### config.mk
export PLATFORM = sky130hd
export DESIGN_NAME = rsie_div
export DESIGN_NICKNAME = d
export VERILOG_FILES = /design/src/design/rsie_pkg.sv /design/src/design/rsie_div.sv
export SDC_FILE = /design/constraint.sdc
export NUM_CORES = 1
export LEC_CHECK = 0
export ABC_CLOCK_PERIOD_IN_PS = 6500
export BUFFER_PORTS_ARGS = -buffer_cell sky130_fd_sc_hd__buf_2
export CAP_MARGIN = 15
export CORE_MARGIN = 2
export CORE_UTILIZATION = 64
export CTS_CLUSTER_SIZE = 14
export DETAILED_ROUTE_END_ITERATION = 6
export MAX_ROUTING_LAYER = met4
export PLACE_DENSITY_LB_ADDON = 0.05
export SETUP_SLACK_MARGIN = 0.02
export SLEW_MARGIN = 20
export SYNTH_ARGS = -nofsm -noshare
export SYNTH_HDL_FRONTEND = slang
export SYNTH_SLANG_ARGS = --single-unit
### constraint.sdc
create_clock -name clk_i -period 6.5 [get_ports clk_i]
set_input_delay 1.3 -clock clk_i [delete_from_list [all_inputs] [get_ports clk_i]]
set_output_delay 1.3 -clock clk_i [all_outputs]
set_load 0.03 [all_outputs]
### src/design/rsie_pkg.sv
// ----------------------------------------------------------------------------
// rsie_pkg: shared types and constants
// Opcodes, error codes, payload structs, sequencer states and the sizes of the data memory.
// ----------------------------------------------------------------------------
package rsie_pkg;

  localparam int unsigned MemBytes = 32768;
  localparam int unsigned MemAw    = $clog2(MemBytes);

  typedef enum logic [5:0] {
    OP_LUI = 6'd0, OP_JAL = 6'd1, OP_JALR = 6'd2, OP_BEQ = 6'd3, OP_BNE = 6'd4,
    OP_BLT = 6'd5, OP_BGE = 6'd6, OP_BLTU = 6'd7, OP_BGEU = 6'd8, OP_BGT = 6'd9,
    OP_BLE = 6'd10, OP_BGTU = 6'd11, OP_BLEU = 6'd12, OP_LB = 6'd13, OP_LBU = 6'd14,
    OP_LH = 6'd15, OP_LHU = 6'd16, OP_LW = 6'd17, OP_SB = 6'd18, OP_SH = 6'd19,
    OP_SW = 6'd20, OP_ADDI = 6'd21, OP_SLTI = 6'd22, OP_SLTIU = 6'd23,
    OP_XORI = 6'd24, OP_ORI = 6'd25, OP_ANDI = 6'd26, OP_SLLI = 6'd27,
    OP_SRLI = 6'd28, OP_SRAI = 6'd29, OP_ADD = 6'd30, OP_SUB = 6'd31,
    OP_MUL = 6'd32, OP_DIV = 6'd33, OP_SLL = 6'd34, OP_SLT = 6'd35,
    OP_SLTU = 6'd36, OP_XOR = 6'd37, OP_SRL = 6'd38, OP_SRA = 6'd39,
    OP_OR = 6'd40, OP_AND = 6'd41, OP_LI = 6'd42, OP_MV = 6'd43, OP_NOT = 6'd44,
    OP_NEG = 6'd45, OP_J = 6'd46, OP_RET = 6'd47, OP_CALL = 6'd48, OP_JR = 6'd49,
    OP_BEQZ = 6'd50, OP_BNEZ = 6'd51, OP_BLTZ = 6'd52, OP_BGEZ = 6'd53,
    OP_BGTZ = 6'd54, OP_BLEZ = 6'd55, OP_ECALL = 6'd56, OP_BNEFT = 6'd57,
    OP_NOP = 6'd58
  } op_e;

  typedef enum logic [1:0] {
    ERR_NONE = 2'd0, ERR_DIV = 2'd1, ERR_ADDR = 2'd2
  } err_e;

  typedef enum logic [3:0] {
    ST_IDLE, ST_RDA, ST_RDB, ST_EXEC, ST_MEM, ST_MEMW, ST_DIV, ST_DIVF, ST_DONE
  } state_e;

  typedef struct packed {
    logic [5:0]  cmd;
    logic [4:0]  dest_reg;
    logic [4:0]  src_reg_a;
    logic [4:0]  src_reg_b;
    logic signed [31:0] immediate;
    logic [15:0] jump_target;
  } in_item_t;

  typedef struct packed {
    logic [31:0] next_pc;
    logic        reg_written;
    logic [4:0]  written_index;
    logic signed [31:0] written_value;
    logic        halted;
    logic [1:0]  error;
  } out_item_t;

  // divider handshake
  typedef struct packed {
    logic        busy;
    logic        done;
  } div_stat_t;

endpackage

### src/design/rsie_div.sv
// ----------------------------------------------------------------------------
// rsie_div: iterative signed divider
// Restoring divide, one quotient bit per cycle; flags a zero or inexact divide.
// ----------------------------------------------------------------------------
module rsie_div (
  input  logic        clk_i,
  input  logic        rst_ni,
  input  logic        start_i,
  input  logic [31:0] a_i,
  input  logic [31:0] b_i,
  output rsie_pkg::div_stat_t stat_o,
  output logic [31:0] quot_o,
  output logic        bad_o
);
  import rsie_pkg::*;

  logic [31:0] rem_q, rem_d, quo_q, quo_d, den_q, den_d;
  logic [5:0]  cnt_q, cnt_d;
  logic        neg_q, neg_d, busy_q, busy_d, zero_q, zero_d;
  logic [32:0] trial;
  logic [31:0] shifted;

  always_comb begin
    rem_d = rem_q; quo_d = quo_q; den_d = den_q; cnt_d = cnt_q;
    neg_d = neg_q; busy_d = busy_q; zero_d = zero_q;
    shifted = {rem_q[30:0], quo_q[31]};
    trial = {1'b0, shifted} - {1'b0, den_q};
    if (start_i) begin
      rem_d  = '0;
      quo_d  = a_i[31] ? (32'd0 - a_i) : a_i;
      den_d  = b_i[31] ? (32'd0 - b_i) : b_i;
      neg_d  = a_i[31] ^ b_i[31];
      zero_d = (b_i == 32'd0);
      cnt_d  = 6'd32;
      busy_d = 1'b1;
    end else if (busy_q) begin
      if (!trial[32]) begin
        rem_d = trial[31:0];
        quo_d = {quo_q[30:0], 1'b1};
      end else begin
        rem_d = shifted;
        quo_d = {quo_q[30:0], 1'b0};
      end
      cnt_d = cnt_q - 6'd1;
      if (cnt_q == 6'd1) busy_d = 1'b0;
    end
  end

  always_ff @(posedge clk_i or negedge rst_ni) begin
    if (!rst_ni) begin
      busy_q <= 1'b0;
      cnt_q  <= '0;
    end else begin
      busy_q <= busy_d;
      cnt_q  <= cnt_d;
    end
  end

  always_ff @(posedge clk_i) begin
    rem_q <= rem_d; quo_q <= quo_d; den_q <= den_d; neg_q <= neg_d; zero_q <= zero_d;
  end

  assign stat_o.busy = busy_q;
  assign stat_o.done = !busy_q && (cnt_q == 6'd0);
  assign quot_o = neg_q ? (32'd0 - quo_q) : quo_q;
  assign bad_o  = zero_q || (rem_q != 32'd0);
endmodule

==> flow_metrics.py, run 1 <==
metrics = {
    "setup_path": {
        "reg2reg_depth": 13,
        "critical_path_required_ps": 5200,
        "reg2reg_to": "rem_q[30]",
        "r2r_slack_ps": 2870,
        "crit_fanout": 6,
        "reg2reg_from": "quo_q[31]",
        "critPathKind": "register to output pin",
        "start_kind": "register",
        "worstSetupEndpointType": "output pin",
        "arrival_ps": 3220,
        "startpoint": "quo_q[5]",
        "endpoint": "quot_o[28]",
    },
    "routing": {
        "avgViaCountPerCell": 6.11,
        "route.detailed.drc": 0,
        "totalWireLength_mm": 17.8,
        "vias": 6762,
        "drt_iter0_markers": 577,
        "wl_per_cell_um": 16.1,
        "dr.pass1.iters": 5,
        "drtAntennaViolNets": 0,
    },
    "layout": {
        "antenna_cells": 0,
        "fin_area_mm2": 0.00863,
        "syn2layout_area_growth_pct": 11.7,
        "finalNetCount": 1059,
        "drive_gt1_share_pct": 15.3,
    },
    "cts": {
        "htreeDepth": 3,
        "cts_buffers": 9,
        "clock_sinks": 105,
        "clk_pin_slew_ps": 70,
        "post_cts_buffers": 0,
        "insertion_delay_ps": 350,
        "cts_tree": "yes",
        "clk_path_buf_depth": 2,
        "cts-root-buf": "clkbuf_16",
        "post_cts_resized": 0,
        "cts_hold_buffers": 0,
    },
    "logic_synthesis": {
        "ys_async_sr_fraction_pct": 6.67,
        "ys_seq_elements": 105,
        "synth_xor_area_share_pct": 13.6,
        "synth_compound_area_share_pct": 21.1,
        "synth_cells": 875,
        "ys_seq_area_share_pct": 36.2,
        "ys.flop_type": "edfxtp_1",
        "synth_area_per_cell_um2": 8.84,
        "synthAdderAreaFrac_pct": 6.25,
        "synth_top_family_by_area": "compound AO/OA/AOI/OAI gates",
        "synth-edff-count": 66,
        "syn-num-nets": 980,
        "synth_area_mm2": 0.00773,
        "yosys.area_share.simple_pct": 17.2,
        "ys_warn_count": 0,
        "ys_types": 66,
        "muxShareOfSynthArea_pct": 0.906,
    },
    "job": {
        "cap_violations": 0,
    },
    "pwr": {
        "p_leak_nw": 3.54,
        "ir_worst_vdd_mv": 0.117,
        "powerDensity_mw_per_mm2": 259,
    },
    "grt": {
        "track_usage_pct": 28.4,
        "grt_pass1_wl_mm": 29.1,
        "antenna_found_initial": 0,
        "grt_pass1_vias": 6159,
        "grt_max_degree": 77,
        "grt-ovfl-total": 0,
    },
    "floorplanning": {
        "fp.dieH_um": 114,
        "die-area_mm2": 0.0130,
        "core_area_mm2": 0.0119,
        "io_pins": 102,
        "fp-row-count": 40,
        "start_util_pct": 64.9,
        "die_w_um": 114,
    },
    "timing": {
        "tns_ps": 0,
        "drv_slew": 0,
        "max_clock_freq_mhz": 221,
        "period_share_pct": 69.5,
        "setup_violations": 0,
        "hold_violations": 0,
        "worstMarginPinSlew_ps": 1000,
        "layout_min_cycle_time_ps": 4520,
        "rsz0062_at_grt": "false",
        "clock_skew_ps": 14.8,
        "slew_headroom_pct": 33.2,
    },
    "min_path": {
        "min_path_type": "register to register",
    },
    "status": {
        "outcome": "complete, no violations",
    },
    "placed_design": {
        "port_buffers": 101,
        "place_area_mm2": 0.00832,
        "gp_congestion": 1.00,
        "dp_hpwl_mm": 13.4,
    },
}
[logic make-up after synthesis]
logic type,Yosys count
simple gates,261
compound gates,250
xor+xnor,120
flops,105
buf+inv,94
fa+ha+maj,38
mux,7
[synth_stat cells, drive strengths merged (2+ instances only)]
cell type  instances  area (um^2)
a21boi             2         15.0
nor2b              7         43.8
a32oi              7         61.3
nand4              3         18.8
o41ai             15          161
ha                37          463
nand2b            11         76.3
or4               16          128
dfrtp              7          175
and3               5         31.3
xor2              45          394
o21bai             3         22.5
edfxtp            66         1980
o21a               3         22.5
nor4              16          143
a22o               3         26.3
a31o               2         17.5
nor2              93          349
o21ai             56          284
nand2             64          240
a31oi              6         37.5
mux2i              7         70.1
a21o              11         82.6
nor3b              2         15.0
a21oi             75          375
o211ai             2         15.0
and2               2         12.5
xnor2             75          657
inv               55          206
nor3              14         70.1
clkbuf            28          105
a311oi             2         17.5
o2111ai            3         26.3
buf               10         48.8
or3               11         98.8
o31ai             31          238
nand3             13         75.1
a211oi            21          158
dfxtp             32          641
[layer usage]
metal | up-vias | global-route usage, % | share of wire [%]
li1 | 3343 | - | -
met1 | 3128 | 37.1 | 45
met2 | 255 | 45.8 | 47
met3 | 36 | 3.24 | 5.6
met4 | 0 | 10.4 | 2.3
met5 | - | - | 0
[cell type report]
| class | count | area (um^2) |
|---|---|---|
| tap | 147 | 184 |
| timing repair buffer | 106 | 546 |
| inverter | 56 | 210 |
| sequential | 105 | 2800 |
| clock inverter | 3 | 23.8 |
| clock buffer | 13 | 293 |
| multi-input combinational | 676 | 4580 |
| fill | 941 | 3280 |
[sequential cells by signal (all words and copies together), names as in the netlist]
register	flops
den_q	32
quo_q	32
cnt_q	6
neg_q	1
busy_q	1
rem_q	32
zero_q	1
[worst min path at each step]
stage                          from  slack [ps]        end  cells past startpoint
after detailed placement  rem_q[16]         500  rem_q[16]                      2
after global placement     cnt_q[5]         500   cnt_q[5]                      2
final                     rem_q[16]         520  rem_q[16]                      2
after global routing      rem_q[31]         560  rem_q[31]                      2
after floorplan            rem_q[6]         470   rem_q[6]                      2
after CTS                 rem_q[16]         520  rem_q[16]                      2
[critical path, cell delays in order, from the launching register on]
cell      delay [ps]
edfxtp_1         470
nor4_1           430
nand2b_1         110
or4_1            500
or3_1            500
nand2b_1         230
o31ai_1          280
xnor2_1          150
buf_2            220
[cells in the final DEF (no fill, tap or decap), types with 4 or more instances in the layout]
master,n
a21o_1,11
edfxtp_1,66
and3_1,5
o31ai_1,30
mux2i_1,7
or4_1,14
nand2b_1,10
o41ai_2,4
nor2_1,93
clkbuf_16,11
xnor2_1,75
or3_1,5
nor3_1,14
a32oi_1,7
a31oi_1,6
inv_1,54
dfrtp_1,7
nor4_1,12
a211oi_1,21
xor2_1,45
ha_1,37
nand3_1,11
buf_2,100
o21ai_0,55
buf_4,6
nand2_1,64
o41ai_1,11
nor2b_1,7
dfxtp_1,32
or3_4,6
a21oi_1,75
[power breakdown]
group,switching [mW],internal (mW),total (mW)
Sequential,0.0966,0.811,0.908
Combinational,0.473,0.294,0.767
Clock,0.245,0.321,0.565
[metrics by stage]
step | hold slack [ps] | setup slack [ps] | total power [mW] | instances | util, %
4_1_cts | 516 | 1960 | 2.24 | 1106 | 72.5
3_3_place_gp | 499 | 2520 | 1.64 | 1090 | 69.8
5_1_grt | 562 | 1840 | 2.36 | 1106 | 72.5
6_report | 521 | 1980 | 2.24 | 1106 | 72.5
2_1_floorplan | 465 | 2630 | 1.46 | 875 | -
3_5_place_dp | 505 | 2380 | 1.67 | 1090 | 69.8
(Power assumes the default switching activity.)
==> run 2: changes to the inputs <==
- ABC_CLOCK_PERIOD_IN_PS: 6500 -> 4400
- CORE_UTILIZATION: 64 -> 59
- clock period: 6.5 -> 4.4 ns (I/O delays scaled with it)
==> run 2 against run 1 <==
Compared with the run above:
- utilization shrank 4.6 points
- register-to-register slack worse by 2000 ps
- cell count increased by 2.2%
- clock skew fell by 6.0 ps
- non-clock buffer count is 1 lower
- via count shrank 1.8%
- hold slack lost 170 ps
- worst setup slack worse by 1700 ps
- critical path depth did not move
- sequential power up 49%
- highest routed layer unchanged
==> flow_metrics.py, run 2 (synthesis results as in run 1) <==
metrics = {
    "routing": {
        "drtAntennaViolNets": 0,
        "wl_per_cell_um": 15.6,
        "totalWireLength_mm": 17.6,
        "vias": 6643,
        "route.detailed.drc": 0,
        "avgViaCountPerCell": 5.88,
        "drt_iter0_markers": 572,
        "dr.pass1.iters": 5,
    },
    "cts": {
        "cts_buffers": 9,
        "post_cts_buffers": 0,
        "cts_tree": "yes",
        "post_cts_resized": 0,
        "clk_path_buf_depth": 2,
        "clock_sinks": 105,
        "cts-root-buf": "clkbuf_16",
        "insertion_delay_ps": 350,
        "htreeDepth": 3,
        "cts_hold_buffers": 0,
        "clk_pin_slew_ps": 70,
    },
    "pwr": {
        "switchingPower_mw": 1.19,
        "p_leak_nw": 3.52,
        "netSwitchingFraction_pct": 36.8,
        "powerDensity_mw_per_mm2": 376,
        "ir_worst_vdd_mv": 0.194,
        "p_total_mw": 3.24,
        "p_int_mw": 2.05,
        "p_comb_share_pct": 34.4,
        "p_seq_share_pct": 41.5,
        "clkPwrFrac_pct": 24.1,
    },
    "grt": {
        "track_usage_pct": 26.3,
        "grt_max_degree": 87,
        "grt_pass1_wl_mm": 29.8,
        "grt-ovfl-total": 0,
        "grt_pass1_vias": 6209,
        "antenna_found_initial": 0,
    },
    "setup_path": {
        "arrival_ps": 3190,
        "cp_top_family": "simple AND/OR/NAND/NOR gates",
        "crit_top_cell": "or4_1",
        "slowest_stage": "or4_1",
        "start_kind": "register",
        "path_cells": "or4_1 > or4_1 > or2_2 > nor4_2 > nand2b_1 > o31ai_1 > xnor2_1 > buf_2",
        "worstSetupEndpointType": "output pin",
        "critPathKind": "register to output pin",
        "crit_buf_inv": 1,
        "crit_fanout": 4,
        "max_stage_delay_ps": 600,
        "critical_path_required_ps": 3520,
    },
    "floorplanning": {
        "io_pins": 102,
        "fp.dieH_um": 118,
        "die-area_mm2": 0.0140,
        "start_util_pct": 60.8,
        "core_area_mm2": 0.0127,
        "die_w_um": 118,
        "fp-row-count": 41,
    },
    "timing": {
        "tns_ps": 0,
        "max_clock_freq_mhz": 246,
        "worstMarginPinSlew_ps": 968,
        "drv_slew": 0,
        "hold_violations": 0,
        "period_share_pct": 92.5,
        "setup_violations": 0,
        "clock_skew_ps": 8.82,
        "rsz0062_at_grt": "false",
        "layout_min_cycle_time_ps": 4070,
        "slew_headroom_pct": 35.2,
    },
    "placed_design": {
        "place_area_mm2": 0.00834,
        "gp_congestion": 0.873,
        "port_buffers": 101,
        "dp_hpwl_mm": 13.4,
    },
    "layout": {
        "drive_gt1_share_pct": 15.3,
        "finalNetCount": 1058,
        "antenna_cells": 0,
        "fin_area_mm2": 0.00863,
        "syn2layout_area_growth_pct": 11.7,
        "mostFrequentLayoutCells": "buf_2, nor2_1, a21oi_1, xnor2_1, edfxtp_1",
        "final_common_cell": "buf_2",
        "top_regs": "den_q (32), quo_q (32), rem_q (32)",
    },
    "job": {
        "cap_violations": 0,
    },
    "status": {
        "outcome": "complete, no violations",
    },
    "min_path": {
        "min_path_type": "primary input to async pin",
    },
}
==> run 2: cell type report <==
| cell class | count | area (um^2) |
|---|---|---|
| Timing Repair Buffer | 105 | 538 |
| Tap cell | 172 | 215 |
| Inverter | 56 | 210 |
| Clock inverter | 5 | 38.8 |
| Sequential cell | 105 | 2800 |
| Fill cell | 1091 | 4090 |
| Clock buffer | 11 | 253 |
| Multi-Input combinational cell | 676 | 4580 |
==> run 2: through the flow <==
step	worst slack (ps)	instances	hold slack, ps	util (%)
finish	330	1130	353	67.9
global route	147	1130	352	67.9
CTS	308	1130	351	67.9
detailed placement	704	1114	510	65.6
global placement	809	1114	497	65.6
floorplan	946	875	465	-
==> run 2: final timing paths <==
| kind | slack, ps | endpoint | cells past startpoint | startpoint |
|---|---|---|---|---|
| min in group clk_i | 510 | rem_q[31] | 2 | rem_q[31] |
| hold / removal | 350 | cnt_q[5] | 1 | rst_ni |
| hold reg to reg | 510 | rem_q[31] | 2 | rem_q[31] |
| setup reg to reg | 840 | rem_q[16] | 12 | quo_q[31] |
| setup / recovery | 330 | quot_o[28] | 8 | quo_q[17] |
| max in group asynchronous | 3890 | cnt_q[4] | 1 | rst_ni |
==> run 2: routing by layer <==
layer	routed length, um	vias up	track usage, %
met5	0	-	-
met4	310	0	7.44
met3	1010	22	3.19
met2	8400	221	42.7
met1	7880	3062	34.8
li1	-	3338	-
==> run 2: power groups by stage <==
stage	Clock [mW]	Sequential [mW]	Combinational, mW
global route	0.843	1.36	1.23
floorplan	0	1.31	0.846
global placement	0	1.35	1.07
CTS	0.792	1.34	1.11
finish	0.782	1.35	1.12
detailed placement	0	1.36	1.11
